$ cat src/sv/bpfq_pkg.sv
package bpfq_pkg;

  localparam int unsigned LevelsDef    = 16;
  localparam int unsigned CapacityDef  = 64;
  localparam int unsigned ElemBitsDef  = 32;
  localparam logic [3:0]  MaxLevelRst  = 4'd15;

  typedef enum logic {
    OP_ENQ = 1'b0,
    OP_DEQ = 1'b1
  } op_e;

  typedef enum logic [1:0] {
    ST_OK    = 2'd0,
    ST_RANGE = 2'd1,
    ST_FULL  = 2'd2,
    ST_EMPTY = 2'd3
  } status_e;

  // per-cycle command broadcast to every cell
  typedef struct packed {
    logic enq;
    logic deq;
  } cmd_t;

endpackage

$ cat src/sv/bpfq_cell.sv
module bpfq_cell import bpfq_pkg::*; #(
  parameter int unsigned PRIO_W    = $clog2(LevelsDef),
  parameter int unsigned ELEM_BITS = ElemBitsDef
) (
  input  logic                 clk_i,
  input  logic                 rst_ni,
  input  cmd_t                 cmd_i,
  input  logic [PRIO_W-1:0]    new_prio_i,
  input  logic [ELEM_BITS-1:0] new_value_i,
  input  logic                 left_valid_i,
  input  logic [PRIO_W-1:0]    left_prio_i,
  input  logic [ELEM_BITS-1:0] left_value_i,
  input  logic                 left_keep_i,
  input  logic                 right_valid_i,
  input  logic [PRIO_W-1:0]    right_prio_i,
  input  logic [ELEM_BITS-1:0] right_value_i,
  output logic                 valid_o,
  output logic [PRIO_W-1:0]    prio_o,
  output logic [ELEM_BITS-1:0] value_o,
  output logic                 keep_o
);

  logic                 valid_q, valid_d;
  logic [PRIO_W-1:0]    prio_q, prio_d;
  logic [ELEM_BITS-1:0] value_q, value_d;

  // entry stays put on insert when it is at the same or a more urgent level
  assign keep_o = valid_q && (prio_q <= new_prio_i);

  always_comb begin
    valid_d = valid_q;
    prio_d  = prio_q;
    value_d = value_q;
    if (cmd_i.enq) begin
      if (!keep_o) begin
        if (left_keep_i) begin
          valid_d = 1'b1;
          prio_d  = new_prio_i;
          value_d = new_value_i;
        end else begin
          valid_d = left_valid_i;
          prio_d  = left_prio_i;
          value_d = left_value_i;
        end
      end
    end else if (cmd_i.deq) begin
      valid_d = right_valid_i;
      prio_d  = right_prio_i;
      value_d = right_value_i;
    end
  end

  always_ff @(posedge clk_i or negedge rst_ni) begin
    if (!rst_ni) begin
      valid_q <= 1'b0;
    end else begin
      valid_q <= valid_d;
    end
  end

  always_ff @(posedge clk_i) begin
    prio_q  <= prio_d;
    value_q <= value_d;
  end

  assign valid_o = valid_q;
  assign prio_o  = prio_q;
  assign value_o = value_q;

endmodule

$ cat config.mk
export PLATFORM = sky130hd
export DESIGN_NAME = bpfq_cell
export DESIGN_NICKNAME = d
export VERILOG_FILES = /design/src/sv/bpfq_pkg.sv /design/src/sv/bpfq_cell.sv
export SDC_FILE = /design/constraint.sdc
export NUM_CORES = 1
export LEC_CHECK = 0
export BUFFER_PORTS_ARGS = -buffer_cell sky130_fd_sc_hd__buf_2
export CAP_MARGIN = 15
export CORE_MARGIN = 10
export CORE_UTILIZATION = 30
export CTS_CLUSTER_SIZE = 40
export DETAILED_ROUTE_END_ITERATION = 10
export PLACE_DENSITY = 0.74
export SYNTH_ARGS = -nofsm -noshare
export SYNTH_HDL_FRONTEND = slang
export SYNTH_SLANG_ARGS = --single-unit
$ cat constraint.sdc
create_clock -name clk_i -period 4.15 [get_ports clk_i]
set_input_delay 1.245 -clock clk_i [delete_from_list [all_inputs] [get_ports clk_i]]
set_output_delay 1.245 -clock clk_i [all_outputs]
set_load 0.01 [all_outputs]
==> results_dict.tcl <==
set metrics [dict create \
    avgSynthCellArea_um2 11.5 \
    drt-vias-per-instance 4.67 \
    io_buffers 152 \
    finalCritPeriodShare_pct 86.0 \
    tightest_slew_ns 1.07 \
    antenna_left 0 \
    status "finished clean" \
    worstSkewPairLatency_ns 0.28 \
    cts_resized 0 \
    start_util_pct 31.5 \
    finalMaxSlewViolations 0 \
    max_slew_margin_pct 28.9 \
    ir_worst_vdd_uv 133 \
    synthTopCellsByArea "edfxtp_1 53%, mux2i_1 18%, a21oi_1 9.3%" \
    finalHoldViolCount 0 \
    setup-violations-final 0 \
    maxCapViolations 0 \
    max_freq_ghz 0.280 \
    worst_setup_path_end_kind "primary output" \
    ys_top_cells_by_count "38 x a21oi_1, 36 x edfxtp_1, 36 x mux2i_1, 36 x nor2_1, 6 x buf_2" \
    cts_tree "yes" \
    postSynthCellCount 177 \
    synth_cell_type_count 19 \
    grt_max_degree 75 \
    nNetsFinal 445 \
    fp.coreArea_mm2 0.00646 \
    ys_ff_latch 37 \
    grt_setup_unrepaired "false" \
    antenna_found_initial 0 \
    async_flop_share_pct 2.70 \
    hold_slack_ns 0.635 \
    drive_gt1_share_pct 49.1 \
    drtPass1Iterations 4 \
    wl_um 6200 \
    gp_congestion 0.822 \
    yosys_warnings 0 \
    cts.sink_count 37 \
    synthFlopType "edfxtp_1" \
    critical_path_class "input port to primary output" \
    finalCriticalPeriod_ns 3.57 \
    skew_ns 0.00422 \
    hold_buffers 0 \
    p_total_w 0.000953 \
    synth_fp_nets 296 \
    die_h_um 102 \
    seq_area_mm2 0.00111 \
    clkSlewWorstSetupHoldPaths_ns 0.06 \
    rows 29 \
    tns_ns 0 \
    post_cts_buffers 0 \
    grt_pass1_wl_um 9310 \
    multiInputGateArea_um2 806 \
    area_growth_pct 41.9 \
    clk_path_buf_depth 2 \
    synth.most_common_cell "a21oi_1" \
    synth_edf_count 36 \
    ctsHtreeMaxLevel 2 \
    crit_fanout 3 \
    dieArea_mm2 0.0105 \
    clockRootBuffer "clkbuf_8" \
    grt_pass1_vias 2003 \
    power_density_mw_per_mm2 330 \
    dp_hpwl_um 5040 \
    grt-ovfl-total 0 \
    drtIter0Drc 41 \
    num_vias 1881 \
    seq_area_frac_synth_pct 54.4 \
    synth_largest_area_cell "edfxtp_1" \
    cts-buffers-inserted 5 \
    drc 0 \
    die_w_um 102 \
    avgRoutedWirePerCell_um 15.4 \
    cp-start-kind "input port" \
    synth_area_mm2 0.00203 \
    boundaryPins 153 \
    diodes 0 \
    synth_top_area_share_pct 53.1 \
    crit_arrival_ns 2.32 \
    nFillCells 620 \
    crit_required_ns 2.90 \
    hp-class "flip-flop to flip-flop" \
    p_leak_nw 1.41 \
    grtUsageTotal_pct 11.1 \
]
## through the flow
step / std cells / cell area (um2) / util, % / setup slack [ns]
after floorplan: 177 / 2030 / - / 0.787
after global placement: 396 / 2810 / 43.5 / 0.615
after detailed placement: 396 / 2810 / 43.5 / 0.575
after CTS: 403 / 2890 / 44.7 / 0.574
after global routing: 403 / 2890 / 44.7 / 0.454
final: 403 / 2890 / 44.7 / 0.581
## registers in the layout, indices dropped and copies added, names as in the netlist
signal,flops
prio_o,4
value_o,32
valid_o,1
## path summary, 6_finish.rpt
check	slack, ns	cells past startpoint	to	startpoint
max	0.58	8	keep_o	new_prio_i[1]
min	0.64	2	valid_o$_DFFE_PN0P_	valid_o$_DFFE_PN0P_
max in group asynchronous	3.34	1	valid_o$_DFFE_PN0P_	rst_ni
min reg2reg	0.64	2	valid_o$_DFFE_PN0P_	valid_o$_DFFE_PN0P_
max reg2reg	1.97	5	prio_o[3]$_DFFE_PP_	prio_o[3]$_DFFE_PP_
min in group asynchronous	0.73	1	valid_o$_DFFE_PN0P_	rst_ni
## layout make-up
class	count	area share, %
Sequential cell	37	38.3
Multi-Input combinational cell	124	27.9
Timing Repair Buffer	154	27.3
Tap cell	77	3.34
Clock buffer	6	2.51
Inverter	4	0.520
Clock inverter	1	0.130
## worst max-delay path, stage by stage
cell,delay [ns]
buf_2,0.09
inv_1,0.04
ha_1,0.29
nor2b_1,0.13
o211ai_1,0.15
a21oi_1,0.13
nor2b_1,0.11
buf_2,0.13
## layout by cell type, fill, tap and decap left out, types with 3 or more instances in the layout
| master | count |
|---|---|
| ha_1 | 4 |
| nor2b_1 | 3 |
| a21oi_1 | 38 |
| buf_2 | 152 |
| nor2_1 | 36 |
| mux2i_1 | 36 |
| clkbuf_8 | 5 |
| edfxtp_1 | 36 |
| inv_1 | 4 |
## logic make-up after synthesis
kind of cell             synth area share (%)
multiplexers                             17.7
AO/OA/AOI/OAI                            10.8
adder cells (fa/ha/maj)                  2.46
buffers and inverters                    6.09
AND/OR/NAND/NOR                          8.55
flip-flops                               54.4
## metal layers
metal	global-route usage (%)	part of all wire [%]	wire [um]	up-vias
met2	20.0	50	3080	100
met5	0	0	0	-
met3	5.47	13	780	11
li1	-	-	-	946
met1	10.7	36	2220	824
met4	4.45	1.9	116	0
## report_power, final
part / switching, W / internal (W) / total (W)
Sequential: 0.0000123 / 0.000471 / 0.000483
Clock: 0.000114 / 0.000113 / 0.000227
Combinational: 0.000128 / 0.000114 / 0.000242
(Power assumes the default switching activity.)
